==> config.mk <==
export PLATFORM = sky130hd
export DESIGN_NAME = translation_embedding_rank_scorer_core
export DESIGN_NICKNAME = d
export VERILOG_FILES = /design/src/hdl/trs_pkg.sv /design/src/hdl/translation_embedding_rank_scorer_core.sv /design/src/hdl/trs_term.sv /design/src/hdl/trs_rank.sv
export SDC_FILE = /design/constraint.sdc
export NUM_CORES = 1
export LEC_CHECK = 0
export ABC_AREA = 0
export BUFFER_PORTS_ARGS = -buffer_cell sky130_fd_sc_hd__buf_4
export CAP_MARGIN = 20
export CORE_ASPECT_RATIO = 1.75
export CORE_MARGIN = 2
export CORE_UTILIZATION = 35
export DETAILED_ROUTE_END_ITERATION = 8
export GPL_ROUTABILITY_DRIVEN = 1
export MAX_ROUTING_LAYER = met4
export PLACE_DENSITY = 0.49
export SLEW_MARGIN = 20
export SYNTH_ARGS = -nofsm -noshare
export SYNTH_HDL_FRONTEND = slang
export SYNTH_SLANG_ARGS = --single-unit
==> constraint.sdc <==
create_clock -name aclk -period 25.8 [get_ports aclk]
set_input_delay 3.87 -clock aclk [delete_from_list [all_inputs] [get_ports aclk]]
set_output_delay 3.87 -clock aclk [all_outputs]
set_load 0.01 [all_outputs]
==> src/hdl/trs_pkg.sv <==
// Shared types and constants for the translation embedding rank scorer.
// No dependencies.
package trs_pkg;

    localparam int ELEM_W  = 16;
    localparam int DIFF_W  = 18;
    localparam int MAG_W   = 17;
    localparam int TERM_W  = 34;
    localparam int ACC_W   = 48;
    localparam int RANK_W  = 17;
    localparam int CFG_IDX_W = 8;

    localparam logic [ACC_W-1:0]  ACC_MAX   = {ACC_W{1'b1}};
    localparam logic [RANK_W-1:0] COUNT_MAX = 17'd131070;

    localparam logic [RANK_W-1:0] CUTOFF_RESET = 17'd10;
    localparam logic              MODE_RESET   = 1'b1;

    // configuration register indexes
    localparam logic [CFG_IDX_W-1:0] REG_DISTANCE_MODE = 8'd0;
    localparam logic [CFG_IDX_W-1:0] REG_HITS_CUTOFF   = 8'd1;

    // op codes
    localparam logic OP_REFERENCE = 1'b0;
    localparam logic OP_CANDIDATE = 1'b1;

    // distance modes
    localparam logic MODE_L2 = 1'b0;
    localparam logic MODE_L1 = 1'b1;

    typedef struct packed {
        logic op;
        logic last_dim;
        logic known;
        logic last_candidate;
    } step_ctrl_t;

    typedef struct packed {
        logic [RANK_W-1:0] raw_rank;
        logic [RANK_W-1:0] filtered_rank;
        logic              raw_hit;
        logic              filtered_hit;
    } rank_res_t;

endpackage

==> src/hdl/translation_embedding_rank_scorer_core.sv <==
// Top level of the translation embedding rank scorer: input register,
// config registers, term and rank units, result register.
// Depends on trs_pkg, trs_term, trs_rank.
//
// Usage:
//   s_ channel: one embedding element (head, relation, tail) per item, with
//   op, last_dim, known and last_candidate flags. A query streams the
//   reference triple, then candidate triples.
//   m_ channel: one result per query (ranks, hit flags, done_res), issued
//   when the last candidate's last dimension is processed.
//   cfg channel: cfg_index/cfg_data write distance_mode (0) or hits_cutoff (1);
//   always ready; the user writes only while the block is idle (not enforced).
// Path: an item is registered in the input register on acceptance and
// processed from there; its result is registered in the result register.
// Throughput: one item per cycle while no result is held back by a low
// m_ready, set by the accumulate and compare in the rank unit.
// Reset: all counters, accumulator and reference distance clear;
// distance_mode resets to L1, hits_cutoff to 10.
// Stall: while m_valid is held by a low m_ready, items that produce no
// result keep flowing; an item that would produce a result waits in the
// input register, and s_ready drops behind it.
module translation_embedding_rank_scorer_core (
    input  logic                                 aclk,
    input  logic                                 aresetn,

    input  logic                                 s_valid,
    output logic                                 s_ready,
    input  logic                                 s_op,
    input  logic signed [trs_pkg::ELEM_W-1:0]    s_head_element,
    input  logic signed [trs_pkg::ELEM_W-1:0]    s_relation_element,
    input  logic signed [trs_pkg::ELEM_W-1:0]    s_tail_element,
    input  logic                                 s_last_dim,
    input  logic                                 s_known,
    input  logic                                 s_last_candidate,

    output logic                                 m_valid,
    input  logic                                 m_ready,
    output logic        [trs_pkg::RANK_W-1:0]    m_raw_rank,
    output logic        [trs_pkg::RANK_W-1:0]    m_filtered_rank,
    output logic                                 m_raw_hit,
    output logic                                 m_filtered_hit,
    output logic                                 m_done_res,

    input  logic                                 cfg_valid,
    output logic                                 cfg_ready,
    input  logic        [trs_pkg::CFG_IDX_W-1:0] cfg_index,
    input  logic        [trs_pkg::RANK_W-1:0]    cfg_data
);

    logic                              mode_reg;
    logic [trs_pkg::RANK_W-1:0]        cutoff_reg;

    logic                              in_valid_reg, in_valid_next;
    trs_pkg::step_ctrl_t               in_ctrl_reg;
    logic signed [trs_pkg::ELEM_W-1:0] in_head_reg, in_rel_reg, in_tail_reg;

    logic                              m_valid_reg;
    trs_pkg::rank_res_t                m_res_reg;

    logic                              res_cause, out_free, stage_go, in_load;
    logic [trs_pkg::TERM_W-1:0]        term;
    trs_pkg::rank_res_t                res;
    logic                              res_valid;

    assign cfg_ready = 1'b1;

    always_ff @(posedge aclk) begin
        if (!aresetn) begin
            mode_reg   <= trs_pkg::MODE_RESET;
            cutoff_reg <= trs_pkg::CUTOFF_RESET;
        end else if (cfg_valid) begin
            if (cfg_index == trs_pkg::REG_DISTANCE_MODE) begin
                mode_reg <= cfg_data[0];
            end else if (cfg_index == trs_pkg::REG_HITS_CUTOFF) begin
                cutoff_reg <= cfg_data;
            end
        end
    end

    always_comb begin
        res_cause = in_ctrl_reg.last_dim && in_ctrl_reg.last_candidate
                  && (in_ctrl_reg.op == trs_pkg::OP_CANDIDATE);
        out_free  = !m_valid_reg || m_ready;
        stage_go  = in_valid_reg && (!res_cause || out_free);
        s_ready   = !in_valid_reg || stage_go;
        in_load   = s_valid && s_ready;
        if (in_load) begin
            in_valid_next = 1'b1;
        end else if (stage_go) begin
            in_valid_next = 1'b0;
        end else begin
            in_valid_next = in_valid_reg;
        end
    end

    always_ff @(posedge aclk) begin
        if (!aresetn) begin
            in_valid_reg <= 1'b0;
        end else begin
            in_valid_reg <= in_valid_next;
        end
    end

    always_ff @(posedge aclk) begin
        if (in_load) begin
            in_ctrl_reg.op             <= s_op;
            in_ctrl_reg.last_dim       <= s_last_dim;
            in_ctrl_reg.known          <= s_known;
            in_ctrl_reg.last_candidate <= s_last_candidate;
            in_head_reg <= s_head_element;
            in_rel_reg  <= s_relation_element;
            in_tail_reg <= s_tail_element;
        end
    end

    trs_term u_term (
        .distance_mode    (mode_reg),
        .head_element     (in_head_reg),
        .relation_element (in_rel_reg),
        .tail_element     (in_tail_reg),
        .term             (term)
    );

    trs_rank u_rank (
        .aclk        (aclk),
        .aresetn     (aresetn),
        .step_en     (stage_go),
        .ctrl        (in_ctrl_reg),
        .term        (term),
        .hits_cutoff (cutoff_reg),
        .res         (res),
        .res_valid   (res_valid)
    );

    always_ff @(posedge aclk) begin
        if (!aresetn) begin
            m_valid_reg <= 1'b0;
        end else if (res_valid) begin
            m_valid_reg <= 1'b1;
        end else if (m_ready) begin
            m_valid_reg <= 1'b0;
        end
    end

    always_ff @(posedge aclk) begin
        if (res_valid) begin
            m_res_reg <= res;
        end
    end

    assign m_valid         = m_valid_reg;
    assign m_raw_rank      = m_res_reg.raw_rank;
    assign m_filtered_rank = m_res_reg.filtered_rank;
    assign m_raw_hit       = m_res_reg.raw_hit;
    assign m_filtered_hit  = m_res_reg.filtered_hit;
    assign m_done_res      = 1'b1;

endmodule

==> src/hdl/trs_term.sv <==
// Per-element distance term: |t-h-r| or (t-h-r)^2.
// Depends on trs_pkg.
module trs_term (
    input  logic                                 distance_mode,
    input  logic signed [trs_pkg::ELEM_W-1:0]    head_element,
    input  logic signed [trs_pkg::ELEM_W-1:0]    relation_element,
    input  logic signed [trs_pkg::ELEM_W-1:0]    tail_element,
    output logic        [trs_pkg::TERM_W-1:0]    term
);

    logic signed [trs_pkg::DIFF_W-1:0] diff;
    logic        [trs_pkg::DIFF_W-1:0] neg_diff;
    logic        [trs_pkg::MAG_W-1:0]  mag;
    logic        [trs_pkg::TERM_W-1:0] square;

    always_comb begin
        diff = trs_pkg::DIFF_W'(tail_element) - trs_pkg::DIFF_W'(head_element)
             - trs_pkg::DIFF_W'(relation_element);
        neg_diff = -diff;
        mag = diff[trs_pkg::DIFF_W-1] ? neg_diff[trs_pkg::MAG_W-1:0]
                                      : diff[trs_pkg::MAG_W-1:0];
        square = trs_pkg::TERM_W'(mag) * trs_pkg::TERM_W'(mag);
        if (distance_mode == trs_pkg::MODE_L1) begin
            term = trs_pkg::TERM_W'(mag);
        end else begin
            term = square;
        end
    end

endmodule

==> src/hdl/trs_rank.sv <==
// Distance accumulator, reference compare and saturating rank counters.
// Depends on trs_pkg.
module trs_rank (
    input  logic                          aclk,
    input  logic                          aresetn,
    input  logic                          step_en,
    input  trs_pkg::step_ctrl_t           ctrl,
    input  logic [trs_pkg::TERM_W-1:0]    term,
    input  logic [trs_pkg::RANK_W-1:0]    hits_cutoff,
    output trs_pkg::rank_res_t            res,
    output logic                          res_valid
);

    logic [trs_pkg::ACC_W-1:0]  acc_reg, acc_next;
    logic [trs_pkg::ACC_W-1:0]  ref_reg, ref_next;
    logic [trs_pkg::RANK_W-1:0] better_reg, better_next;
    logic [trs_pkg::RANK_W-1:0] filt_reg, filt_next;
    logic [trs_pkg::ACC_W:0]    sum;
    logic [trs_pkg::ACC_W-1:0]  sat_sum;
    logic [trs_pkg::RANK_W-1:0] better_upd, filt_upd;
    logic                       is_better;

    always_comb begin
        sum  = {1'b0, acc_reg} + (trs_pkg::ACC_W+1)'(term);
        sat_sum = (sum >= {1'b0, trs_pkg::ACC_MAX}) ? trs_pkg::ACC_MAX
                                                    : sum[trs_pkg::ACC_W-1:0];
        is_better = (sat_sum < ref_reg);
        better_upd = better_reg;
        filt_upd   = filt_reg;
        if (is_better) begin
            if (better_reg < trs_pkg::COUNT_MAX) begin
                better_upd = better_reg + 1'b1;
            end
            if (!ctrl.known && filt_reg < trs_pkg::COUNT_MAX) begin
                filt_upd = filt_reg + 1'b1;
            end
        end

        res.raw_rank      = better_upd + 1'b1;
        res.filtered_rank = filt_upd + 1'b1;
        res.raw_hit       = (res.raw_rank <= hits_cutoff);
        res.filtered_hit  = (res.filtered_rank <= hits_cutoff);
        res_valid = step_en && ctrl.last_dim && (ctrl.op == trs_pkg::OP_CANDIDATE)
                  && ctrl.last_candidate;

        acc_next    = acc_reg;
        ref_next    = ref_reg;
        better_next = better_reg;
        filt_next   = filt_reg;
        if (step_en) begin
            if (!ctrl.last_dim) begin
                acc_next = sat_sum;
            end else begin
                acc_next = '0;
                if (ctrl.op == trs_pkg::OP_REFERENCE) begin
                    ref_next    = sat_sum;
                    better_next = '0;
                    filt_next   = '0;
                end else if (ctrl.last_candidate) begin
                    better_next = '0;
                    filt_next   = '0;
                end else begin
                    better_next = better_upd;
                    filt_next   = filt_upd;
                end
            end
        end
    end

    always_ff @(posedge aclk) begin
        if (!aresetn) begin
            acc_reg    <= '0;
            ref_reg    <= '0;
            better_reg <= '0;
            filt_reg   <= '0;
        end else begin
            acc_reg    <= acc_next;
            ref_reg    <= ref_next;
            better_reg <= better_next;
            filt_reg   <= filt_next;
        end
    end

endmodule

==> metrics.yaml, run 1 <==
run_status:
  run_status: "completed"
clocking:
  cts.repair.resized: 0
  clkLatencyLatePin_ns: 0.59
  clock-root-buffer: "clkbuf_16"
  post-cts-setup-buffers: 0
  cts.sinks: 238
  cts_buffer_depth: 3
  htreeDepth: 1
  cts_tree: "built"
  holdBufCountCts: 0
  clk_transition_reported_paths_ns: 0.07
  cts_buffers: 27
timing:
  finalMaxSlewViolations: 0
  setup_tns_ns: 0
  finalSetupViolCount: 0
  tightest_slew_ns: 0.9943
  hold_violations: 0
  fmax_mhz: 50.15
  layout_min_cycle_time_ns: 19.94
  skew_ns: 0.02828
  fin_crit_sh_pct: 77.29
  maxSlewHeadroom_pct: 33.24
  rsz0062_at_grt: "no"
  holdWs_ns: 0.4656
floorplanning:
  io_pins: 122
  die_area_mm2: 0.07177
  num_rows: 128
  core_area_mm2: 0.06919
  die_h_um: 352.9
  start_util_pct: 35.19
  die_x_um: 203.4
global_route:
  grt_pass1_vias: 21121
  grt.overflow.total: 0
  grt_max_degree: 87
  grt_pass1_wl_mm: 118.5
  grt.total_usage_pct: 21.97
  antenna_found_initial: 1
routing:
  antenna_left: 0
  via_count: 19917
  dr.pass1.iters: 7
  wirelength_mm: 76.11
  post-route-drc-count: 0
  wl_per_cell_um: 19.96
  drt_first_iter_violations: 1053
  via_per_inst: 5.222
logic_synthesis:
  synth.distinct_cells: 89
  synth_seq_cells: 238
  synthArstFlopShare_pct: 0
  ys_seq_area_share_pct: 23.19
  synth_flop_cell: "dfxtp_1"
  synth_top_cell_by_area: "fa_1"
  syn_area_per_cell_um2: 8.658
  netlist_instances: 2812
  synth_top_area_share_pct: 17.10
  netlist_area_mm2: 0.02435
  synthTopCellsByArea: "fa_1 (17%), ha_1 (12%), dfxtp_1 (12%), edfxtp_1 (11%), inv_1 (6.6%)"
  synth_edf_count: 88
  synth_warnings: 0
place:
  dp_hpwl_mm: 62.32
  io_buffers: 119
  dpl_cell_area_mm2: 0.02622
  gp_congestion: 0.9391
job:
  drv_cap: 0
cells_and_area:
  postLayoutCoreUtil_pct: 39.24
  final_area_mm2: 0.02715
  fill_cells: 7082
  area_delta_synth_final_pct: 11.51
  layout.nets: 3416
  drive_above_1_share_pct: 8.267
setup_path:
  crit_path_start_kind: "register"
  reg2regPathDepth: 71
  worstSetupPathType: "reg2reg"
  reg2reg_slack_ns: 5.86
  critPathSlowestCell: "xnor2_1"
  endpoint_kind: "register"
  worst_ep_arrival_time_ns: 20.39
  worst-path-max-fanout: 16
  reg2reg_to: "m_filtered_hit"
  max_stage_delay_ns: 0.80
  r2r-start: "in_head_reg[4]"
  cp.required_ns: 26.25
worst_hold_path:
  worstHoldPathCells: 2
  worst_hold_path_type: "reg2reg"
  hold-path-endpoint: "u_rank.acc_reg[26]"
  hp-start: "u_rank.acc_reg[26]"
-- metal layers --
| layer | vias to the layer above | track usage [%] | routed length (µm) |
|---|---|---|---|
| li1 | 9574 | - | - |
| met2 | 452 | 43.67 | 43410 |
| met1 | 9716 | 20.54 | 26050 |
| met4 | 0 | 11.08 | 4485 |
| met5 | - | - | 0 |
| met3 | 175 | 1.772 | 2172 |
-- cells in the final DEF (no fill, tap or decap), types with 22 or more instances in the layout --
cell type | Yosys | routed
xor2_1 | 61 | 61
nand3_1 | 56 | 55
o211a_1 | 32 | 32
nand4_1 | 47 | 47
nor2b_1 | 60 | 60
nor2_1 | 209 | 208
o21ai_0 | 124 | 124
ha_1 | 243 | 243
nand2_1 | 267 | 267
buf_4 | 3 | 148
clkbuf_16 | 0 | 28
inv_1 | 429 | 429
xnor2_1 | 99 | 97
o21a_1 | 34 | 34
a21oi_1 | 130 | 129
a21o_1 | 47 | 47
nand2b_1 | 22 | 22
nor3_1 | 38 | 37
dfxtp_1 | 150 | 150
fa_1 | 208 | 208
edfxtp_1 | 88 | 88
and2_1 | 37 | 38
-- cell usage after synthesis (38+ instances only) --
| cell | count |
|---|---|
| nor3_1 | 38 |
| edfxtp_1 | 88 |
| nor2b_1 | 60 |
| xor2_1 | 61 |
| xnor2_1 | 99 |
| nand3_1 | 56 |
| a21o_1 | 47 |
| fa_1 | 208 |
| dfxtp_1 | 150 |
| a21oi_1 | 130 |
| nand4_1 | 47 |
| nand2_1 | 267 |
| ha_1 | 243 |
| inv_1 | 429 |
| clkbuf_1 | 92 |
| nor2_1 | 209 |
| o21ai_0 | 124 |
-- worst max path at each step --
stage	slack, ns	end	start	cells past startpoint
after floorplan	9.00	m_filtered_hit	in_head_reg[0]	76
final	5.86	m_filtered_hit	in_head_reg[4]	71
after global placement	6.26	m_filtered_hit	in_head_reg[0]	75
after CTS	5.86	m_filtered_hit	in_head_reg[4]	73
after global routing	4.43	m_filtered_hit	in_rel_reg[4]	72
after detailed placement	5.92	m_filtered_hit	in_head_reg[4]	73
-- critical path: cells and delay by family, from the launching register on --
family	cells	cell delay (ns)
AOI/OAI and AO/OA	29	6.46
muxes	2	0.78
adders and majority gates	13	5.23
DFF	1	0.33
and+or+nand+nor	15	4.17
buffers and inverters	8	1.32
xor gates and xnor gates	4	1.47
-- stage by stage --
step | std cells | worst slack [ns]
floorplan | 2813 | 9.003
global placement | 3764 | 6.257
detailed placement | 3764 | 5.916
CTS | 3813 | 5.864
global route | 3814 | 4.430
finish | 3814 | 5.859
-- cell families after synthesis --
kind of cell	Yosys count	share of synthesized area, %
other	1	0.01540
AND/OR/NAND/NOR	845	16.88
AO/OA/AOI/OAI	547	14.90
buffers and inverters	544	8.516
flip-flops	238	23.19
XOR/XNOR	162	5.890
multiplexers	24	1.012
adder cells (fa/ha/maj)	451	29.59
-- final cells by class --
| cell class | count | area [µm²] | area share (%) |
|---|---|---|---|
| antenna | 1 | 2.502 | 0.009217 |
| clock buffer | 31 | 711.9 | 2.622 |
| clock inverter | 18 | 211.5 | 0.7789 |
| multi-input combinational | 2031 | 16690 | 61.47 |
| tap | 910 | 1139 | 4.194 |
| timing repair buffer | 148 | 1111 | 4.093 |
| sequential | 238 | 5645 | 20.79 |
| inverter | 437 | 1640 | 6.042 |
Power of run 1 is not shown: default switching activity piles up to over one toggle a cycle in this logic, so the estimate is an artifact.
==> inputs of run 2 (changes only) <==
- ABC_AREA: 0 -> 1
- clock period: 25.8 -> 20.1 ns (I/O delays scaled with it)
==> run 2 against run 1 <==
Net effect:
- routed wire length rose by 1.6%
- global-route usage fell by 0.054 points
- non-clock buffer count down 6
- fmax grew 8.9%
==> metrics.yaml, run 2 <==
timing:
  finalSetupViolCount: 0  # unchanged
  setup_tns_ns: 0  # unchanged
  rsz0062_at_grt: "no"  # unchanged
  fin_crit_sh_pct: 91.09  # was 77.29%
  finalMaxSlewViolations: 0  # unchanged
  holdWs_ns: 0.4678  # was 0.4656 ns
  skew_ns: 0.02916  # was 0.02828 ns
  fmax_mhz: 54.62  # was 50.15 MHz
  layout_min_cycle_time_ns: 18.31  # was 19.94 ns
  maxSlewHeadroom_pct: 37.64  # was 33.24%
  tightest_slew_ns: 0.9328  # was 0.9943 ns
  hold_violations: 0  # unchanged
global_route:
  antenna_found_initial: 0  # was 1
  grt.total_usage_pct: 21.91  # was 21.97%
  grt_max_degree: 77  # was 87
  grt_pass1_vias: 22599  # was 21121
  grt.overflow.total: 0  # unchanged
  grt_pass1_wl_mm: 122.2  # was 118.5 mm
clocking:
  clk_transition_reported_paths_ns: 0.06  # was 0.07 ns
  cts.repair.resized: 0  # unchanged
  htreeDepth: 1  # unchanged
  clkLatencyLatePin_ns: 0.61  # was 0.59 ns
  holdBufCountCts: 0  # unchanged
  post-cts-setup-buffers: 0  # unchanged
  cts_tree: "built"  # unchanged
  clock-root-buffer: "clkbuf_16"  # unchanged
  cts_buffer_depth: 3  # unchanged
  cts.sinks: 238  # unchanged
  cts_buffers: 27  # unchanged
logic_synthesis:
  synth_seq_cells: 238  # unchanged
  synth_edf_count: 88  # unchanged
  netlist_instances: 3321  # was 2812
  synth_top_cell_by_area: "fa_1"  # unchanged
  synthTopCellsByCount: "inv_1 (647), nand2_1 (634), a21oi_1 (297)"  # was inv_1 (429), nand2_1 (267), ha_1 (243)
  netlist_area_mm2: 0.02522  # was 0.02435 mm²
  synth_top_area_share_pct: 16.51  # was 17.10%
  synth.distinct_cells: 67  # was 89
  ys_seq_area_share_pct: 22.39  # was 23.19%
  synth_flop_cell: "dfxtp_1"  # unchanged
  synthTopCellsByArea: "fa_1 (17%), ha_1 (12%), dfxtp_1 (12%), edfxtp_1 (10%), inv_1 (9.6%)"  # was fa_1 (17%), ha_1 (12%), dfxtp_1 (12%), edfxtp_1 (11%), inv_1 (6.6%)
  synth_warnings: 0  # unchanged
  syn_area_per_cell_um2: 7.593  # was 8.658 µm²
  synthArstFlopShare_pct: 0  # unchanged
  yosysMostFrequentCell: "inv_1"  # unchanged
setup_path:
  reg2reg_slack_ns: 1.79  # was 5.86 ns
  reg2regPathDepth: 84  # was 71
  crit_buf_inv: 14  # was 8
  crit_cells: 84  # was 71
  crit_path_end: "m_raw_hit"  # was m_filtered_hit
  crit_top_cell: "nand2_1"
  endpoint_kind: "register"  # unchanged
  worst-path-max-fanout: 35  # was 16
  worst_ep_arrival_time_ns: 18.78  # was 20.39 ns
  critPathSlowestCell: "fa_1"  # was xnor2_1
  max_stage_delay_ns: 0.58  # was 0.80 ns
  startpoint: "in_rel_reg[2]"  # was in_head_reg[4]
  worstSetupPathType: "reg2reg"  # unchanged
  reg2reg_to: "m_raw_hit"  # was m_filtered_hit
  cp_top_family: "simple AND/OR/NAND/NOR gates"  # was compound AO/OA/AOI/OAI gates
  crit_path_start_kind: "register"  # unchanged
  cp.required_ns: 20.57  # was 26.25 ns
  r2r-start: "in_rel_reg[2]"  # was in_head_reg[4]
routing:
  wirelength_mm: 77.35  # was 76.11 mm
  wl_per_cell_um: 17.77  # was 19.96 µm
  antenna_left: 0  # unchanged
  top_layer_used: "met4"  # unchanged
  met3WireLength_mm: 1.921  # was 2.172 mm
  drt_first_iter_violations: 917  # was 1053
  routedLengthMet1_mm: 26.94  # was 26.05 mm
  post-route-drc-count: 0  # unchanged
  wl_met2_mm: 44.69  # was 43.41 mm
  via_count: 21275  # was 19917
  via_per_inst: 4.886  # was 5.222
  dr.pass1.iters: 5  # was 7
place:
  gp_congestion: 0.9586  # was 0.9391
  dp_hpwl_mm: 62.96  # was 62.32 mm
  dp_cells: 4305  # was 3764
  io_buffers: 119  # unchanged
cells_and_area:
  area_delta_synth_final_pct: 10.79  # was 11.51%
  fill_cells: 7632  # was 7082
  most-common-layout-cells: "inv_1 (646), nand2_1 (629), a21oi_1 (297)"  # was inv_1 (429), nand2_1 (267), ha_1 (243)
  layout.nets: 3943  # was 3416
  drive_above_1_share_pct: 10.38  # was 8.267%
  antenna_cells: 0  # was 1
  final_cells: 4354  # was 3814
  mostFrequentLayoutCell: "inv_1"  # unchanged
worst_hold_path:
  worst_hold_path_type: "reg2reg"  # unchanged
  hp-start: "u_rank.filt_reg[16]"  # was u_rank.acc_reg[26]
floorplanning:
  num_rows: 130  # was 128
  die_h_um: 359.1  # was 352.9 µm
  die_x_um: 206.9  # was 203.4 µm
  core_area_mm2: 0.07157  # was 0.06919 mm²
  start_util_pct: 35.24  # was 35.19%
  die_area_mm2: 0.07430  # was 0.07177 mm²
  io_pins: 122  # unchanged
run_status:
  run_status: "completed"  # unchanged
job:
  drv_cap: 0  # unchanged
[run 2: how the worst min path moves through the flow]
stage                                     end  depth (start not counted)
after floorplan           u_rank.filt_reg[16]                          2
after global placement      u_rank.acc_reg[6]                          2
after detailed placement  u_rank.filt_reg[16]                          2
after CTS                 u_rank.filt_reg[16]                          2
after global routing      u_rank.filt_reg[16]                          2
final                     u_rank.filt_reg[16]                          2
[run 2: worst register-to-register path, delay by kind of cell (launching register included)]
kind | cells | cell delay [ns]
xor+xnor | 3 | 0.66
fa+ha+maj | 13 | 5.57
buf+inv | 14 | 2.23
simple gates | 36 | 5.89
compound gates | 18 | 3.43
flops | 1 | 0.36
[run 2: metal layers]
layer	global-route usage, %	up-vias
li1	-	10659
met2	43.48	377
met5	-	-
met1	20.84	10088
met4	9.568	0
met3	1.759	151
[run 2: through the flow]
stage               utilization (%)  cell area (µm²)  worst slack [ns]
finish                        39.04            27940             1.792
floorplan                         -            25220             5.620
global route                  39.04            27940            0.1951
global placement              37.79            27050            0.9849
CTS                           39.02            27930            0.8741
detailed placement            37.79            27050            0.9453
[run 2: kinds of logic (layout without fill, tap and decap cells)]
logic type,Yosys count,after routing,share of synthesized area (%)
other,1,2,0.01487
DFF,238,238,22.39
AOI/OAI and AO/OA,533,533,11.50
adders and majority gates,451,451,28.57
xor gates and xnor gates,125,125,4.371
and+or+nand+nor,1230,1230,21.70
buffers and inverters,743,851,11.46
[run 2: layout make-up]
type                    count  area [µm²]  area share (%)
clock inverters            14       135.1          0.4837
flip-flops and latches    238        5645           20.21
multi-input cells        2341       16710           59.80
inverters                 660        2482           8.885
repair buffers            142        1066           3.816
well taps                 924        1156           4.138
clock buffers              35       745.7           2.669
Power of run 2 is left out for the same reason.
